## src/sv/crcfb_pkg.sv

```systemverilog
// ----------------------------------------------------------------------------
// crcfb_pkg
// Shared constants, codes and the CRC-16/MODBUS byte update for the frame
// builder.
// ----------------------------------------------------------------------------
package crcfb_pkg;

  localparam int unsigned BYTE_W   = 8;
  localparam int unsigned LEN_W    = 16;
  localparam int unsigned CRC_W    = 16;
  localparam int unsigned STATUS_W = 2;
  localparam int unsigned STEP_W   = 3;

  localparam int unsigned S_TDATA_W = 32;
  localparam int unsigned M_TDATA_W = 8;
  localparam int unsigned M_TUSER_W = 4;

  localparam logic [BYTE_W-1:0] SYNC_FIRST  = 8'hAA;
  localparam logic [BYTE_W-1:0] SYNC_SECOND = 8'h55;
  localparam logic [CRC_W-1:0]  CRC_INIT    = 16'hFFFF;
  localparam logic [CRC_W-1:0]  CRC_POLY    = 16'hA001;

  localparam logic CMD_BEGIN   = 1'b0;
  localparam logic CMD_PAYLOAD = 1'b1;

  localparam logic [STATUS_W-1:0] STATUS_OK         = 2'd0;
  localparam logic [STATUS_W-1:0] STATUS_NO_FRAME   = 2'd1;
  localparam logic [STATUS_W-1:0] STATUS_FRAME_OPEN = 2'd2;

  // Reflected CRC-16 update, one byte.
  function automatic logic [CRC_W-1:0] crc16_byte(input logic [CRC_W-1:0] crc,
                                                   input logic [BYTE_W-1:0] b);
    logic [CRC_W-1:0] c;
    c = crc ^ {8'h00, b};
    for (int k = 0; k < BYTE_W; k++) begin
      if (c[0]) begin
        c = (c >> 1) ^ CRC_POLY;
      end else begin
        c = c >> 1;
      end
    end
    return c;
  endfunction

endpackage

```

## src/sv/crc16_frame_builder.sv

```systemverilog
// ----------------------------------------------------------------------------
// crc16_frame_builder
// Serializes link frames: AA 55 type len_lo len_hi payload crc_lo crc_hi,
// CRC-16/MODBUS over header and payload.
// ----------------------------------------------------------------------------
//  channel   dir  tdata                              tuser                        tlast
//  s_axis    in   type[7:0] len[23:8] data[31:24]    cmd                          -
//  m_axis    out  out_byte[7:0]                      byte_valid, frame_done,      last_of_run
//                                                    status[3:2]
//
// One result per cycle on m_axis while an item is in work and m_axis does not
// stall. An item gives as many results as it needs: 1 for payload or error, 3
// when it closes a frame, 5 or 7 for a begin. The next item is taken in the
// cycle its predecessor's last result moves to the output register. Reset
// (rst_ni low, async) closes any frame and empties both stages. A stall on
// m_axis holds the output register and the item in work.
module crc16_frame_builder (
  input  logic                             clk_i,
  input  logic                             rst_ni,
  input  logic                             s_axis_tvalid,
  output logic                             s_axis_tready,
  input  logic [crcfb_pkg::S_TDATA_W-1:0]  s_axis_tdata,   // frame_type, payload_length, data_byte
  input  logic                             s_axis_tuser,   // cmd
  output logic                             m_axis_tvalid,
  input  logic                             m_axis_tready,
  output logic [crcfb_pkg::M_TDATA_W-1:0]  m_axis_tdata,   // out_byte
  output logic [crcfb_pkg::M_TUSER_W-1:0]  m_axis_tuser,   // byte_valid, frame_done, status[1:0]
  output logic                             m_axis_tlast    // last_of_run
);
  import crcfb_pkg::*;

  localparam logic [STEP_W-1:0] STEP_0 = 3'd0;
  localparam logic [STEP_W-1:0] STEP_1 = 3'd1;
  localparam logic [STEP_W-1:0] STEP_2 = 3'd2;
  localparam logic [STEP_W-1:0] STEP_3 = 3'd3;
  localparam logic [STEP_W-1:0] STEP_4 = 3'd4;
  localparam logic [STEP_W-1:0] STEP_5 = 3'd5;
  localparam logic [STEP_W-1:0] STEP_6 = 3'd6;

  // frame state
  logic              frame_open_q, frame_open_d;
  logic [LEN_W-1:0]  bytes_left_q, bytes_left_d;
  logic [CRC_W-1:0]  crc_q, crc_d;

  // item in work
  logic              cur_valid_q;
  logic              cur_cmd_q;
  logic [BYTE_W-1:0] cur_type_q;
  logic [LEN_W-1:0]  cur_len_q;
  logic [BYTE_W-1:0] cur_data_q;
  logic [STEP_W-1:0] step_q;

  // output register
  logic                m_valid_q;
  logic [BYTE_W-1:0]   m_byte_q;
  logic                m_bvalid_q;
  logic                m_done_q;
  logic                m_last_q;
  logic [STATUS_W-1:0] m_status_q;

  logic                out_free, advance, s_accept;
  logic [BYTE_W-1:0]   res_byte;
  logic                res_bvalid, res_done, res_last;
  logic [STATUS_W-1:0] res_status;
  logic                crc_upd;
  logic [CRC_W-1:0]    crc_in;

  assign out_free      = !m_valid_q || m_axis_tready;
  assign advance       = cur_valid_q && out_free;
  assign s_axis_tready = !cur_valid_q || (advance && res_last);
  assign s_accept      = s_axis_tvalid && s_axis_tready;

  always_comb begin
    res_byte     = '0;
    res_bvalid   = 1'b1;
    res_done     = 1'b0;
    res_last     = 1'b0;
    res_status   = STATUS_OK;
    crc_upd      = 1'b0;
    crc_in       = crc_q;
    frame_open_d = frame_open_q;
    bytes_left_d = bytes_left_q;
    if (step_q == STEP_0 && cur_cmd_q == CMD_BEGIN && frame_open_q) begin
      res_bvalid = 1'b0;
      res_last   = 1'b1;
      res_status = STATUS_FRAME_OPEN;
    end else if (step_q == STEP_0 && cur_cmd_q == CMD_PAYLOAD && !frame_open_q) begin
      res_bvalid = 1'b0;
      res_last   = 1'b1;
      res_status = STATUS_NO_FRAME;
    end else if (cur_cmd_q == CMD_BEGIN) begin
      case (step_q)
        STEP_0: begin
          res_byte = SYNC_FIRST;
          crc_in   = CRC_INIT;
          crc_upd  = 1'b1;
        end
        STEP_1: begin
          res_byte = SYNC_SECOND;
          crc_upd  = 1'b1;
        end
        STEP_2: begin
          res_byte = cur_type_q;
          crc_upd  = 1'b1;
        end
        STEP_3: begin
          res_byte = cur_len_q[7:0];
          crc_upd  = 1'b1;
        end
        STEP_4: begin
          res_byte = cur_len_q[15:8];
          crc_upd  = 1'b1;
          if (cur_len_q != '0) begin
            res_last     = 1'b1;
            frame_open_d = 1'b1;
            bytes_left_d = cur_len_q;
          end
        end
        STEP_5: begin
          res_byte = crc_q[7:0];
        end
        STEP_6: begin
          res_byte     = crc_q[15:8];
          res_done     = 1'b1;
          res_last     = 1'b1;
          frame_open_d = 1'b0;
          bytes_left_d = '0;
        end
        default: begin
          res_bvalid = 1'b0;
          res_last   = 1'b1;
        end
      endcase
    end else begin
      case (step_q)
        STEP_0: begin
          res_byte     = cur_data_q;
          crc_upd      = 1'b1;
          bytes_left_d = bytes_left_q - 1'b1;
          res_last     = (bytes_left_q != 16'd1);
        end
        STEP_1: begin
          res_byte = crc_q[7:0];
        end
        STEP_2: begin
          res_byte     = crc_q[15:8];
          res_done     = 1'b1;
          res_last     = 1'b1;
          frame_open_d = 1'b0;
          bytes_left_d = '0;
        end
        default: begin
          res_bvalid = 1'b0;
          res_last   = 1'b1;
        end
      endcase
    end
    if (crc_upd) begin
      crc_d = crc16_byte(crc_in, res_byte);
    end else if (res_done) begin
      crc_d = CRC_INIT;
    end else begin
      crc_d = crc_q;
    end
  end

  always_ff @(posedge clk_i or negedge rst_ni) begin
    if (!rst_ni) begin
      frame_open_q <= 1'b0;
      bytes_left_q <= '0;
      crc_q        <= CRC_INIT;
      cur_valid_q  <= 1'b0;
      step_q       <= STEP_0;
      m_valid_q    <= 1'b0;
    end else begin
      if (advance) begin
        frame_open_q <= frame_open_d;
        bytes_left_q <= bytes_left_d;
        crc_q        <= crc_d;
      end
      if (s_accept) begin
        cur_valid_q <= 1'b1;
        step_q      <= STEP_0;
      end else if (advance) begin
        if (res_last) begin
          cur_valid_q <= 1'b0;
          step_q      <= STEP_0;
        end else begin
          step_q <= step_q + 1'b1;
        end
      end
      if (advance) begin
        m_valid_q <= 1'b1;
      end else if (m_axis_tready) begin
        m_valid_q <= 1'b0;
      end
    end
  end

  always_ff @(posedge clk_i) begin
    if (s_accept) begin
      cur_cmd_q  <= s_axis_tuser;
      cur_type_q <= s_axis_tdata[7:0];
      cur_len_q  <= s_axis_tdata[23:8];
      cur_data_q <= s_axis_tdata[31:24];
    end
    if (advance) begin
      m_byte_q   <= res_byte;
      m_bvalid_q <= res_bvalid;
      m_done_q   <= res_done;
      m_last_q   <= res_last;
      m_status_q <= res_status;
    end
  end

  assign m_axis_tvalid = m_valid_q;
  assign m_axis_tdata  = m_byte_q;
  assign m_axis_tuser  = {m_status_q, m_done_q, m_bvalid_q};
  assign m_axis_tlast  = m_last_q;

endmodule

```

## config.mk

```make
export PLATFORM = sky130hd
export DESIGN_NAME = crc16_frame_builder
export DESIGN_NICKNAME = d
export VERILOG_FILES = /design/src/sv/crcfb_pkg.sv /design/src/sv/crc16_frame_builder.sv
export SDC_FILE = /design/constraint.sdc
export NUM_CORES = 1
export LEC_CHECK = 0
export ABC_AREA = 1
export BUFFER_PORTS_ARGS = -buffer_cell sky130_fd_sc_hd__clkbuf_2
export CELL_PAD_IN_SITES_DETAIL_PLACEMENT = 0
export CELL_PAD_IN_SITES_GLOBAL_PLACEMENT = 1
export CORE_MARGIN = 4
export CORE_UTILIZATION = 35
export CTS_CLUSTER_SIZE = 8
export DETAILED_ROUTE_END_ITERATION = 12
export PLACE_DENSITY_LB_ADDON = 0.1
export RECOVER_POWER = 100
export SLEW_MARGIN = 20
export SYNTH_ARGS = -nofsm -noshare
export SYNTH_HDL_FRONTEND = slang
export SYNTH_SLANG_ARGS = --single-unit
```

## constraint.sdc

```tcl
create_clock -name clk_i -period 3.3 [get_ports clk_i]
set_input_delay 0 -clock clk_i [delete_from_list [all_inputs] [get_ports clk_i]]
set_output_delay 0 -clock clk_i [all_outputs]
set_load 0.02 [all_outputs]
```

After elaboration in Yosys (flattened, before gate mapping) --
Index checks and enable logic that the tools add are counted.
Cells by class: muxes and demuxes 62, bitwise gates (word level) 12, equality and inequality tests 10, reduce and logical (&&, ||, !) cells 28, add/subtract/negate cells 2
Operator list (count):
- $mux W16 | 23
- $pmux W16 S2 | 2
- $pmux W8 S7 | 1
- $mux W1 | 26
- $mux W8 | 3
- $not A2 Y3 | 8
- $pmux W8 S3 | 1
- $ne A16 B1 Y1 const B | 1
- $reduce_bool A16 Y1 | 1
- $sub A16 B1 Y16 const B | 1
- $xor A16 B8 Y16 | 1
- $reduce_and A6 Y1 | 2
- $reduce_or A5 Y1 | 2
- $eq A3 B3 Y1 const B | 3
- $mux W3 | 3
- $reduce_bool A2 Y1 | 4
- $logic_and A1 B1 Y1 | 7
- $reduce_or A7 Y1 | 1
- $eq A3 B2 Y1 const B | 2
- $pmux W1 S2 | 3
- $reduce_and A2 Y1 | 2
- $add A3 B1 Y3 const B | 1
- $eq A3 B1 Y1 const B | 1
- $logic_not A1 Y1 | 3
- 9 further kinds | 12
Word-level totals: output and inout port bits 15, register bits after elaboration 84, input bits 37

Logic depth before layout (Yosys ltp) --
Gate-level depths: netlist of the first run.
depth in word-level cells 30, depth in mapped cells 25

Worst setup path before layout of the first run --
OpenSTA, ideal clock, no wires.
kind flip-flop to flip-flop, from register step_q[0], to register cur_cmd_q (enable), arrival 2.973 ns, path buffers 1, setup time 0.423 ns, stages on the path, launching flop included 13, slack -0.096 ns, period minus slack after synthesis 3.396 ns, cells stage by stage dfrtp_1 inv_1 ha_1 buf_6 inv_4 nand2_1 a21oi_1 inv_1 o31ai_1 nor2_1 nand2_1 a21oi_1 nor2_1
On the way: word-level cells in the longest chain between the ends 9, elaborated cells between the ends (all ways) 19
RTL lines:
- start, declared | RTL line crc16_frame_builder.sv:51 | logic [STEP_W-1:0] step_q;
- start signal, assigned | RTL line crc16_frame_builder.sv:189 | step_q <= step_q + 1'b1;
- $eq A3 B1 Y1 (tied with other cells) | RTL line crc16_frame_builder.sv:92, crc16_frame_builder.sv:135
- $reduce_or A5 Y1 (no source line)
- $pmux W1 S2 | RTL line crc16_frame_builder.sv:92 | case (step_q)
- $mux W1 | RTL line crc16_frame_builder.sv:91 | end else if (cur_cmd_q == CMD_BEGIN) begin
- $mux W1 | RTL line crc16_frame_builder.sv:87 | end else if (step_q == STEP_0 && cur_cmd_q == CMD_PAYLOAD && !frame_open_q) begin
- $mux W1 * | RTL line crc16_frame_builder.sv:83 | if (step_q == STEP_0 && cur_cmd_q == CMD_BEGIN && frame_open_q) begin
- named net res_last | RTL line crc16_frame_builder.sv:63 | logic res_bvalid, res_done, res_last;
- $logic_and A1 B1 Y1 * | RTL line crc16_frame_builder.sv:70 | assign s_axis_tready = !cur_valid_q || (advance && res_last);
- $logic_or A1 B1 Y1 * | RTL line crc16_frame_builder.sv:70
- $logic_and A1 B1 Y1 * | RTL line crc16_frame_builder.sv:71 | assign s_accept = s_axis_tvalid && s_axis_tready;
- named net s_accept | RTL line crc16_frame_builder.sv:61 | logic out_free, advance, s_accept;
- end signal, assigned | RTL line crc16_frame_builder.sv:202 | cur_cmd_q <= s_axis_tuser;
- end, declared | RTL line crc16_frame_builder.sv:47 | logic cur_cmd_q;
Mark *: on every way through the listed nets, which the timed path passes. The rest lies on a longest branch. A chain may end at the register's enable or synchronous reset.

Worst setup path in the final report of the first run --
from register step_q[0], to register crc_q[0]
On the way: word-level cells in the longest chain between the ends 23, elaborated cells between the ends (all ways) 58
RTL lines:
- $eq A3 B3 Y1 (tied with other cells) | RTL line crc16_frame_builder.sv:92
- $pmux W8 S7 (tied with other cells) | RTL line crc16_frame_builder.sv:92
- $mux W8 (tied with other cells) | RTL line crc16_frame_builder.sv:91
- $mux W8 / $mux W16 (equally long branches) | RTL line crc16_frame_builder.sv:87
- $mux W8 / $mux W16 (equally long branches) | RTL line crc16_frame_builder.sv:83
- $xor A16 B8 Y16 | RTL line crcfb_pkg.sv:34 | c = crc ^ {8'h00, b};
- $mux W16 / $not A2 Y3 (equally long branches)
- $mux W16, on equally long branches | RTL line crc16_frame_builder.sv:158, crcfb_pkg.sv:36
- (+7 left out)
- $mux W16, on equally long branches | RTL line crc16_frame_builder.sv:158, crcfb_pkg.sv:36
- $mux W16 (tied with other cells) | RTL line crcfb_pkg.sv:36 | if (c[0]) begin
- $mux W16, on equally long branches | RTL line crc16_frame_builder.sv:158, crcfb_pkg.sv:36
- $not A2 Y3 (no source line) (tied with other cells)
- $mux W16, on equally long branches | RTL line crcfb_pkg.sv:36, crc16_frame_builder.sv:158
- $mux W16 / $not A2 Y3 (equally long branches)
- $mux W16 | RTL line crcfb_pkg.sv:36
- $mux W16 | RTL line crc16_frame_builder.sv:158 | if (crc_upd) begin
- end signal, assigned | RTL line crc16_frame_builder.sv:179 | crc_q <= crc_d;
- end, declared | RTL line crc16_frame_builder.sv:43 | logic [CRC_W-1:0] crc_q, crc_d;
Several ways; a longest one is shown, not always the timed one. The select of a mux whose other input is x is not followed.

==> qor.csv, run 1 <==
stage;metric;value;unit
worst_hold_path;worst hold path depth;2;
clock_network;setup repair bufs after CTS;0;
global_routing;All-Layer GR Usage;19.0;%
synthesis;Syn Inst Count;604;
synthesis;area share of and/or/nand/nor cells after synthesis;27.5;%
timing;Final Max Tran Viols;39;
critical_path;critical-path maximum fanout;8;
power;Comb power frac;54.6;%
synthesis;register area share after synthesis;48.1;%
drt;vias;4433;
critical_path;WP data arrival;3.27;ns
timing;final period utilization;90.1;%
synthesis;combinational family with the most area after synthesis;simple AND/OR/NAND/NOR gates;
timing;Setup TNS;0;ns
synthesis;count leader, synth;nand2_1;
drt;Routed Antenna Nets;0;
run;max-cap viol count;1;
synthesis;register bit total from synthesis;84;
floorplan;Initial Util;36.4;%
synthesis;cell taking the most area after synthesis;edfxtp_1;
critical_path;internal reg-to-reg setup slack;0.33;ns
synthesis;Ys Warns;0;
global_routing;number of global-route vias before repair;4387;
clock_network;CTS tree;yes;
synthesis;Primary FF master, synth;edfxtp_1;
cells_and_area;Core Util, Final;44.1;%
power;Int Pwr;0.00333;W
clock_network;Clock Sink Count;84;
power;P_leak;2.68;nW
worst_hold_path;HP Start;s_axis_tdata[3];
timing;final worst path period need;2.97;ns
floorplan;Die Ht;126;um
timing;Finish-stage setup viols;0;
synthesis;top post-synthesis cells by count;160 x nand2_1, 92 x inv_1, 46 x edfxtp_1;
synthesis;top-area cell type share of the netlist area;28.2;%
floorplan;io pins;52;
floorplan;Die Width;126;um
synthesis;synth top area cells;edfxtp_1 28%, nand2_1 12%, dfrtp_1 11%;
place;RePlAce Congestion;0.896;
timing;Slew HR;-54.6;%
power;VDD IR max;0.522;mV
cells_and_area;fillers;1359;
worst_hold_path;WHS Endpoint;cur_type_q[3];
outcome;failing checks;max-capacitance violations, max-slew violations;
critical_path;Reg-to-Reg End;crc_q[0];
drt;drt wl/cell;16.6;um
synthesis;synthesized area;4890;um2
drt;DRT Pass-1 Iters;5;
synthesis;syn_area_per_cell;8.10;um2
global_routing;pin count of the biggest net entering global routing;39;
synthesis;Post-Syn Nets;648;
outcome;status;finished, violations left;
synthesis;Post-Synth XOR/XNOR Area;0.537;%
drt;Residual DRC;0;
power;NetSw;0.00314;W
clock_network;CTS root buffer;clkbuf_16;
synthesis;Synth cell types;43;
synthesis;Post-Synth Adder-Cell Area;1.79;%
critical_path;Crit. End Element;register;
place;# port buffers;51;
cells_and_area;layout cells sized above 1;14.1;%
timing;Fin Hold WS;0.366;ns
floorplan;Die ar.;15900;um2
global_routing;initial antenna violation count;0;
critical_path;FF-to-FF path depth;20;
critical_path;reg2reg start;step_q[0];
floorplan;CORE AREA;13500;um2
timing;Final Hold Fails;0;
timing;Slew @ Worst Pin;2.32;ns
clock_network;worst skew pair latency;0.35;ns
timing;Worst Clk Skew;0.00845;ns
cells_and_area;Layout area overhead;21.1;%
power;P per Cell Area;1090;nW/um2
power;share of power burned in registers;30.2;%
synthesis;async set or reset register ratio after synthesis;45.2;%
timing;unrepaired setup endpoints after global routing;no;
clock_network;CTS Buffer Depth;2;
clock_network;CTS clock-pin slew for the worst setup and hold paths;0.06;ns
critical_path;startpoint type of the worst setup path;register;
clock_network;Num CTS Buffers;9;
cells_and_area;n_diodes;0;
global_routing;total global routing overflow;0;
global_routing;global-route wire length before repair;23700;um
synthesis;area fraction in compound gates after synthesis;11.4;%
power;switching share of power;48.5;%
critical_path;Worst EP required;3.60;ns
drt;Starting DRT DRC Count;353;
place;Post-DP HPWL;10900;um
floorplan;Rows;42;
power;Clk pwr share;15.2;%
synthesis;EDFF count, synth;46;
drt;DR vias/cell;5.05;
worst_hold_path;Min-Delay Path Class;input pin to register;
cells_and_area;Final Net Count;740;
timing;Fmax;336;MHz
clock_network;htree depth;3;
drt;Final Routed Wirelength;14600;um
synthesis;mux cell area share after synthesis;0;%
critical_path;CP Class;register to register;
## sequential cells by signal (all words and copies together) (netlist names), 2 cells and up
| register | cells |
|---|---|
| m_axis_tdata | 8 |
| crc_q | 16 |
| cur_type_q | 8 |
| cur_len_q | 16 |
| m_status_q | 2 |
| cur_data_q | 8 |
| step_q | 3 |
| bytes_left_q | 16 |
## cell usage in the layout, fill, tap and decap left out, drive strengths merged
cell type	n
a21oi	29
a22oi	4
a31oi	2
a32o	1
a32oi	3
and2	1
buf	11
bufinv	1
clkbuf	70
clkinv	2
dfrtp	22
dfstp	16
dlygate4sd3	36
edfxtp	46
ha	7
inv	97
nand2	169
nand3	39
nand3b	1
nand4	19
nor2	46
nor3	14
nor4	5
o2111ai	1
o21ai	37
o22ai	10
o31ai	2
o32a	1
o32ai	6
xor2	3
## how the worst max path moves through the flow
stage                          from   endpoint  slack (ns)
after floorplan           step_q[0]  cur_cmd_q        0.45
after global placement    step_q[0]   crc_q[0]        0.35
after detailed placement  step_q[0]   crc_q[0]        0.35
after CTS                 step_q[0]   crc_q[0]        0.33
after global routing      step_q[0]   crc_q[0]       0.009
final                     step_q[0]   crc_q[0]        0.33
## cell type report
type | count | area (um2) | area share [%]
Clock buffer | 13 | 240 | 4.05
Tap cell | 176 | 220 | 3.71
Timing Repair Buffer | 104 | 704 | 11.9
Inverter | 97 | 367 | 6.18
Sequential cell | 84 | 2350 | 39.7
Clock inverter | 3 | 38.8 | 0.654
Multi-Input combinational cell | 400 | 2010 | 33.8
## critical path, stage by stage (launching register included)
cell and delay, ns:
dfrtp_1 0.41, inv_1 0.13, ha_1 0.40, nand2_4 0.14
nor3_4 0.33, inv_1 0.25, nand2_1 0.17, inv_1 0.07
nand3_1 0.08, nand2_1 0.12, nand2_1 0.09, nand2_1 0.10
nand2_1 0.08, nand2_1 0.05, nand2_1 0.11, nand2_2 0.08
nand2_1 0.07, nand3b_1 0.07, nand3_1 0.07, nand2_1 0.05
inv_1 0.05
## power groups by stage
stage,sequential (W),clock (W),combinational [W]
6_report,0.00195,0.000981,0.00353
5_1_grt,0.00200,0.00105,0.00399
4_1_cts,0.00195,0.00101,0.00359
3_5_place_dp,0.00197,0,0.00354
3_3_place_gp,0.00197,0,0.00355
2_1_floorplan,0.00194,0,0.00259
## cell families (layout without fill, tap and decap cells)
family	Yosys count	in the layout
DFF	84	84
and+or+nand+nor	294	294
AOI/OAI and AO/OA	96	96
xor gates and xnor gates	3	3
buffers and inverters	120	217
adders and majority gates	7	7
## through the flow
step	instances	instance area (um2)	power (W)	worst slack (ns)
finish	877	5930	0.00647	0.325
global route	877	5930	0.00704	0.00929
CTS	877	5980	0.00655	0.331
detailed placement	825	5350	0.00551	0.349
global placement	825	5340	0.00552	0.348
floorplan	604	4900	0.00453	0.446
## metal layers
layer / wire (um) / vias up / track usage (%)
met1: 7040 / 2094 / 26.3
met3: 908 / 24 / 5.38
li1: - / 2184 / -
met4: 318 / 0 / 5.74
met2: 6330 / 131 / 29.0
met5: 0 / - / 0
## repair_timing
item                      4_1_cts  5_1_grt
resized for setup               0        0
hold endpoints to repair       57        0
hold buffers                   36        0
(Power assumes the default switching activity.)
==> inputs of run 2 (changes only) <==
--- a/config.mk
+++ b/config.mk
@@ -13,6 +13,7 @@
 export CORE_UTILIZATION = 35
 export CTS_CLUSTER_SIZE = 8
 export DETAILED_ROUTE_END_ITERATION = 12
+export MAX_ROUTING_LAYER = met4
 export PLACE_DENSITY_LB_ADDON = 0.1
 export RECOVER_POWER = 100
 export SLEW_MARGIN = 20
==> constraint.sdc (replaced) <==
create_clock -name clk_i -period 2.6 [get_ports clk_i]
set_input_delay 0 -clock clk_i [delete_from_list [all_inputs] [get_ports clk_i]]
set_output_delay 0 -clock clk_i [all_outputs]
set_load 0.02 [all_outputs]
==> run 2 against run 1 <==
Compared with the run above:
- the run still ends with max-capacitance violations, max-slew violations left
- non-clock buffer count is 66 higher
- fmax rose by 18%
- final area grew 16%
- combinational power up 86%
- cell count rose by 7.6%
- routed wire length increased by 4.7%
- count of clock-buffer cells in the layout fell by 3
- worst setup slack worse by 0.25 ns
- die area did not move
- sequential power grew 27%
- hold slack worse by 0.0016 ns
- core utilization is 6.9 points higher
==> qor.csv, run 2 (synthesis results as in run 1) <==
stage;metric;value;unit;change
outcome;status;finished, violations left;;
outcome;failing checks;max-capacitance violations, max-slew violations;;
drt;drt wl/cell;16.2;um;-2.8%
power;Comb power frac;61.8;%;+7.2 points
timing;Fmax;396;MHz;+18%
cells_and_area;most frequent cells in the layout;134 x nand2_1, 85 x inv_1, 71 x buf_4;;
power;P per Cell Area;1550;nW/um2;+42%
timing;unrepaired setup endpoints after global routing;yes;;
drt;Residual DRC;0;;unchanged
timing;Slew HR;-13.7;%;+41 points
global_routing;met3 Use GR;4.23;%;-1.1 points
critical_path;Reg-to-Reg End;crc_q[0];;
timing;Final Max Tran Viols;27;;-31%
critical_path;Crit. End Element;register;;
power;switching share of power;44.2;%;-4.3 points
timing;Slew @ Worst Pin;1.70;ns;-0.614 ns
floorplan;Die Width;126;um;unchanged
drt;vias;4676;;+5.5%
clock_network;htree depth;3;;unchanged
global_routing;total global routing overflow;0;;unchanged
power;Pwr Total;0.0106;W;+64%
place;placed standard-cell area;5690;um2;+6.5%
global_routing;global-route wire length before repair;24500;um;+3.5%
timing;Finish-stage setup viols;0;;unchanged
clock_network;CTS Buffer Depth;2;;unchanged
global_routing;Top Usage Layer GRT;met2;;
critical_path;critical-path maximum fanout;12;;+4
power;VDD IR max;0.573;mV;+9.8%
clock_network;Num CTS Buffers;9;;unchanged
critical_path;FF-to-FF path depth;22;;+10%
global_routing;initial antenna violation count;0;;unchanged
drt;Routed Antenna Nets;0;;unchanged
clock_network;CTS root buffer;clkbuf_16;;
place;# port buffers;51;;unchanged
critical_path;Worst EP required;2.88;ns;-0.72 ns
floorplan;Rows;42;;unchanged
cells_and_area;Largest regs;bytes_left_q: 16 flops, crc_q: 16 flops, cur_len_q: 16 flops;;
cells_and_area;fillers;1339;;-1.5%
cells_and_area;final std cells w/o fill;944;;+7.6%
place;placed instance count;866;;+5.0%
timing;Worst Clk Skew;0.0102;ns;+0.00179 ns
critical_path;startpoint type of the worst setup path;register;;
cells_and_area;Final Net Count;807;;+9.1%
power;share of power burned in registers;23.3;%;-6.9 points
cells_and_area;Layout area overhead;40.0;%;
drt;Final Routed Wirelength;15300;um;+4.7%
critical_path;Worst Setup SP;step_q[1];;
drt;DR vias/cell;4.95;;-2.0%
global_routing;GR Util met2;29.7;%;+0.72 points
worst_hold_path;HP Start;s_axis_tdata[2];;
power;P_leak;3.11;nW;+16%
drt;DRT Pass-1 Iters;5;;unchanged
power;Clk pwr share;14.9;%;-0.3 points
clock_network;CTS tree;yes;;
cells_and_area;n_diodes;0;;unchanged
worst_hold_path;WHS Endpoint;cur_type_q[2];;
timing;final period utilization;97.0;%;+6.9 points
worst_hold_path;worst hold path depth;2;;unchanged
power;NetSw;0.00469;W;+49%
critical_path;internal reg-to-reg setup slack;0.08;ns;-0.25 ns
floorplan;Die Ht;126;um;unchanged
floorplan;Initial Util;36.4;%;unchanged
critical_path;WP data arrival;2.81;ns;-0.46 ns
global_routing;All-Layer GR Usage;20.2;%;+1.2 points
cells_and_area;most common cell after layout, fill and taps aside;nand2_1;;
floorplan;io pins;52;;unchanged
timing;final worst path period need;2.52;ns;-0.453 ns
clock_network;worst skew pair latency;0.35;ns;about the same
critical_path;reg2reg start;step_q[1];;
worst_hold_path;Min-Delay Path Class;input pin to register;;
clock_network;CTS clock-pin slew for the worst setup and hold paths;0.07;ns;about the same
critical_path;CP Class;register to register;;
global_routing;met1 Resource Use GR;28.2;%;+1.9 points
timing;Final Hold Fails;0;;unchanged
place;RePlAce Congestion;0.932;;+4.0%
cells_and_area;final instance area;6850;um2;+16%
timing;Fin Hold WS;0.364;ns;-0.00158 ns
global_routing;pin count of the biggest net entering global routing;27;;-31%
floorplan;CORE AREA;13500;um2;unchanged
run;max-cap viol count;1;;unchanged
global_routing;number of global-route vias before repair;4538;;+3.4%
power;Int Pwr;0.00591;W;+78%
clock_network;Clock Sink Count;84;;unchanged
floorplan;Die ar.;15900;um2;unchanged
place;Post-DP HPWL;11200;um;+2.2%
cells_and_area;layout cells sized above 1;29.9;%;+16 points
drt;Starting DRT DRC Count;272;;-23%
[run 2: cell types whose count changed in the layout (fill, tap and decap cells not counted), moves of 4 or more]
cell | previous run | this run
nand3_1 | 38 | 27
buf_4 | 11 | 71
nand2_2 | 6 | 31
ha_1 | 7 | 3
nand2_1 | 160 | 134
nand3_2 | 1 | 12
inv_1 | 92 | 85
inv_2 | 4 | 11
nor2_4 | 2 | 7
buf_12 | 0 | 4
clkbuf_1 | 23 | 18
buf_6 | 0 | 6
nor2_1 | 40 | 36
[run 2: worst max path at each step]
stage                                   to  slack [ns]  cells after the start
after detailed placement  bytes_left_q[15]       -0.22                     11
after CTS                         crc_q[0]        0.02                     20
after global routing              crc_q[0]       -0.12                     22
final                             crc_q[0]        0.08                     22
after global placement    bytes_left_q[11]       -0.09                     11
after floorplan                  cur_cmd_q        0.09                     12
[run 2: per-stage QoR]
step | util (%) | setup slack, ns | TNS [ns]
finish | 50.9 | 0.0778 | 0
global route | 50.9 | -0.121 | -0.253
CTS | 49.3 | 0.0191 | 0
detailed placement | 42.3 | -0.222 | -2.20
global placement | 42.3 | -0.0930 | -0.827
floorplan | - | 0.0928 | 0
[run 2: layout make-up]
cell class / instances / area, um2 / share of cell area, %
Clock buffer: 10 / 229 / 3.34
Clock inverter: 6 / 136 / 1.99
Inverter: 97 / 367 / 5.35
Multi-Input combinational cell: 401 / 2260 / 33.0
Sequential cell: 84 / 2350 / 34.3
Tap cell: 176 / 220 / 3.21
Timing Repair Buffer: 170 / 1280 / 18.8
[run 2: critical path, stage by stage (launching register included)]
cell and delay [ns]:
dfrtp_1 0.40, buf_4 0.15, ha_4 0.18, inv_2 0.07, nor2_4 0.04, buf_12 0.14
buf_4 0.14, nand2_1 0.05, nand4_1 0.19, nand3_2 0.16, nand2_1 0.08, nand2_2 0.09
nand2_1 0.07, nand2_2 0.08, nand2_1 0.06, nand2_1 0.07, nand2_2 0.07, nand2_2 0.09
nand2_2 0.06, nand3b_1 0.11, nand3_2 0.08, nand2_1 0.06, inv_1 0.03
[run 2: what timing repair did]
item,4_1_cts,5_1_grt
pin swaps,8,31
cloned,1,0
endpoints found under the hold margin,57,0
buffers inserted,12,13
setup endpoints to repair,12,5
resized for setup,27,45
hold buffers,36,0
[run 2: power by group through the flow]
stage	clock network, W	logic (W)	registers (W)
6_report	0.00158	0.00655	0.00247
4_1_cts	0.00161	0.00581	0.00246
5_1_grt	0.00166	0.00722	0.00253
3_5_place_dp	0	0.00530	0.00248
2_1_floorplan	0	0.00329	0.00246
3_3_place_gp	0	0.00522	0.00248
[run 2: routing by layer]
metal	routed length (um)	part of all wire [%]
met1	7260	47
met2	6950	46
met3	739	4.8
met4	326	2.1
met5	0	0
==> inputs of run 3 (changes only) <==
--- a/config.mk
+++ b/config.mk
@@ -7,10 +7,11 @@
 export LEC_CHECK = 0
 export ABC_AREA = 1
 export BUFFER_PORTS_ARGS = -buffer_cell sky130_fd_sc_hd__clkbuf_2
-export CELL_PAD_IN_SITES_DETAIL_PLACEMENT = 0
+export CELL_PAD_IN_SITES_DETAIL_PLACEMENT = 1
 export CELL_PAD_IN_SITES_GLOBAL_PLACEMENT = 1
 export CORE_MARGIN = 4
 export CORE_UTILIZATION = 35
+export CTS_BUF_LIST = sky130_fd_sc_hd__clkbuf_2
 export CTS_CLUSTER_SIZE = 8
 export DETAILED_ROUTE_END_ITERATION = 12
 export MAX_ROUTING_LAYER = met4
==> run 3 against run 2 <==
Compared with the run above:
- clock skew grew 0.026 ns
- the run ends with negative setup slack left
- sequential power is essentially flat
- first-iteration DRC count grew 5.1%
- worst setup slack lost 0.15 ns
- critical path depth is the same
- combinational power grew 15%
- cell count grew 2.4%
- clock power shrank 49%
- global-route usage grew 2.5 points
- flip-flop and latch count is the same
==> qor.csv, run 3 (synthesis results as in run 1) <==
stage;metric;value;unit;change
critical_path;slowest stage delay, CP;0.48;ns;+0.08 ns
run;max-cap viol count;0;;-1
critical_path;Crit. End Element;register;;
drt;Final Routed Wirelength;17700;um;+16%
drt;DRT Pass-1 Iters;5;;unchanged
timing;final period utilization;103;%;+5.8 points
timing;unrepaired setup endpoints after global routing;yes;;
drt;Routed Antenna Nets;0;;unchanged
clock_network;CTS Buffer Depth;2;;unchanged
critical_path;Crit path top cell by count;nand2_2;;
power;Pwr Total;0.0108;W;+2.0%
timing;Slew @ Worst Pin;1.45;ns;-0.254 ns
critical_path;critical-path maximum fanout;5;;-7
power;P per Cell Area;1540;nW/um2;-0.44%
clock_network;CTS root buffer;clkbuf_2;;
cells_and_area;most frequent cells in the layout;123 x nand2_1, 84 x inv_1, 84 x buf_4;;
place;RePlAce Congestion;0.932;;unchanged
timing;Finish-stage setup viols;1;;+1
clock_network;CTS tree;yes;;
cells_and_area;Layout area overhead;43.4;%;
place;# port buffers;51;;unchanged
cells_and_area;layout cells sized above 1;35.0;%;+5.1 points
global_routing;All-Layer GR Usage;22.7;%;+2.5 points
floorplan;Die Ht;126;um;unchanged
cells_and_area;Largest regs;bytes_left_q: 16 flops, crc_q: 16 flops, cur_len_q: 16 flops;;
drt;Residual DRC;0;;unchanged
critical_path;CP Class;register to register;;
drt;Starting DRT DRC Count;286;;+5.1%
clock_network;htree depth;3;;unchanged
drt;max layer used;met4;;
drt;met2 wire length;8600;um;+24%
drt;DR vias/cell;5.11;;+3.3%
critical_path;CP max-delay cell;dfrtp_1;;
timing;Setup TNS;-0.0736;ns;-0.0736 ns
clock_network;worst skew pair latency;0.62;ns;+0.27 ns
critical_path;worst path cell trace;inv_2, ha_4, inv_4, nor2_4, buf_12, buf_12, nand2_1, nand4_1, nand3_2, nand2_1, nand2_2, nand2_2, nand2_4, nand2_2, nand2_2, nand2_2, nand2_2, nand2_1, nand3_1, nand3_1, nand2_1, inv_1;;
cells_and_area;n_diodes;0;;unchanged
outcome;status;finished, violations left;;
clock_network;CTS clock-pin slew for the worst setup and hold paths;0.24;ns;+0.17 ns
floorplan;Die Width;126;um;unchanged
cells_and_area;Final Net Count;830;;+2.9%
global_routing;number of global-route vias before repair;5038;;+11%
cells_and_area;most common cell after layout, fill and taps aside;nand2_1;;
drt;WL met1;7980;um;+9.9%
floorplan;Die ar.;15900;um2;unchanged
global_routing;total global routing overflow;0;;unchanged
critical_path;startpoint type of the worst setup path;register;;
power;VDD IR max;0.648;mV;+13%
outcome;failing checks;negative setup slack;;
drt;vias;4946;;+5.8%
global_routing;initial antenna violation count;0;;unchanged
timing;Fmax;374;MHz;-5.7%
drt;drt wl/cell;18.3;um;+13%
timing;Final Max Tran Viols;0;;-100%
critical_path;CP bufs+invs;5;;unchanged
clock_network;Num CTS Buffers;9;;unchanged
worst_hold_path;Min-Delay Path Class;input pin to register;;
drt;Met3 Routed Length;660;um;-11%
critical_path;Worst EP required;3.18;ns;+0.30 ns
timing;final worst-path setup slack;-0.0736;ns;-0.151 ns
place;Post-DP HPWL;12300;um;+11%
clock_network;Clock Sink Count;84;;unchanged
global_routing;global-route wire length before repair;27600;um;+13%
timing;final worst path period need;2.67;ns;+0.151 ns
floorplan;Initial Util;36.4;%;unchanged
floorplan;Rows;42;;unchanged
global_routing;pin count of the biggest net entering global routing;23;;-15%
critical_path;delay-heaviest family, CP;simple AND/OR/NAND/NOR gates;;
floorplan;CORE AREA;13500;um2;unchanged
floorplan;io pins;52;;unchanged
timing;Worst Clk Skew;0.0359;ns;+0.0256 ns
timing;Final Hold Fails;0;;unchanged
timing;Slew HR;3.24;%;+17 points
critical_path;WP data arrival;3.26;ns;+0.45 ns
power;P_leak;3.18;nW;+2.4%
[run 3: metal layers]
| metal | up-vias | global-route usage [%] |
|---|---|---|
| li1 | 2368 | - |
| met1 | 2439 | 30.1 |
| met2 | 109 | 36.3 |
| met3 | 30 | 2.96 |
| met4 | 0 | 7.32 |
| met5 | - | - |
[run 3: per-stage QoR]
step                worst slack, ns  instance area [um2]  utilization [%]  std cells  hold WS (ns)
floorplan                    0.0928                 4900                -        604        -0.296
global placement            -0.0930                 5690             42.3        866         0.122
detailed placement           -0.281                 5690             42.3        866         0.126
CTS                        0.000234                 6570             48.8        940        0.0491
global route                 -0.304                 7020             52.2        967        0.0582
finish                      -0.0736                 7020             52.2        967        0.0840
[run 3: worst paths after layout]
kind,from,to,slack (ns),cells after the start
max,step_q[0],crc_q[0],-0.07,22
min,s_axis_tdata[18],cur_len_q[10],0.08,2
max reg2reg,step_q[0],crc_q[0],-0.07,22
min reg2reg,cur_valid_q,m_axis_tvalid,0.53,2
max in group asynchronous,rst_ni,bytes_left_q[11],0.54,4
min in group asynchronous,rst_ni,crc_q[9],0.69,3
[run 3: timing repair]
item / CTS / global route
pin swaps: 25 / 59
setup buffers: 19 / 29
hold buffers: 38 / 0
setup endpoints to repair: 15 / 20
gates resized for setup: 53 / 71
hold endpoints to repair: 96 / 0
cloned: 1 / 0
[run 3: area by class of cell]
| type | count | area (um2) |
|---|---|---|
| Multi-Input combinational cell | 401 | 2440 |
| Tap cell | 176 | 220 |
| Inverter | 97 | 367 |
| Fill cell | 1618 | 6430 |
| Clock inverter | 7 | 91.3 |
| Clock buffer | 9 | 45.0 |
| Sequential cell | 84 | 2350 |
| Timing Repair Buffer | 193 | 1510 |
[run 3: power breakdown]
group	internal, W	switching, W
combinational	0.00319	0.00433
clock	0.000314	0.000496
sequential	0.00210	0.000379
total	0.00561	0.00520
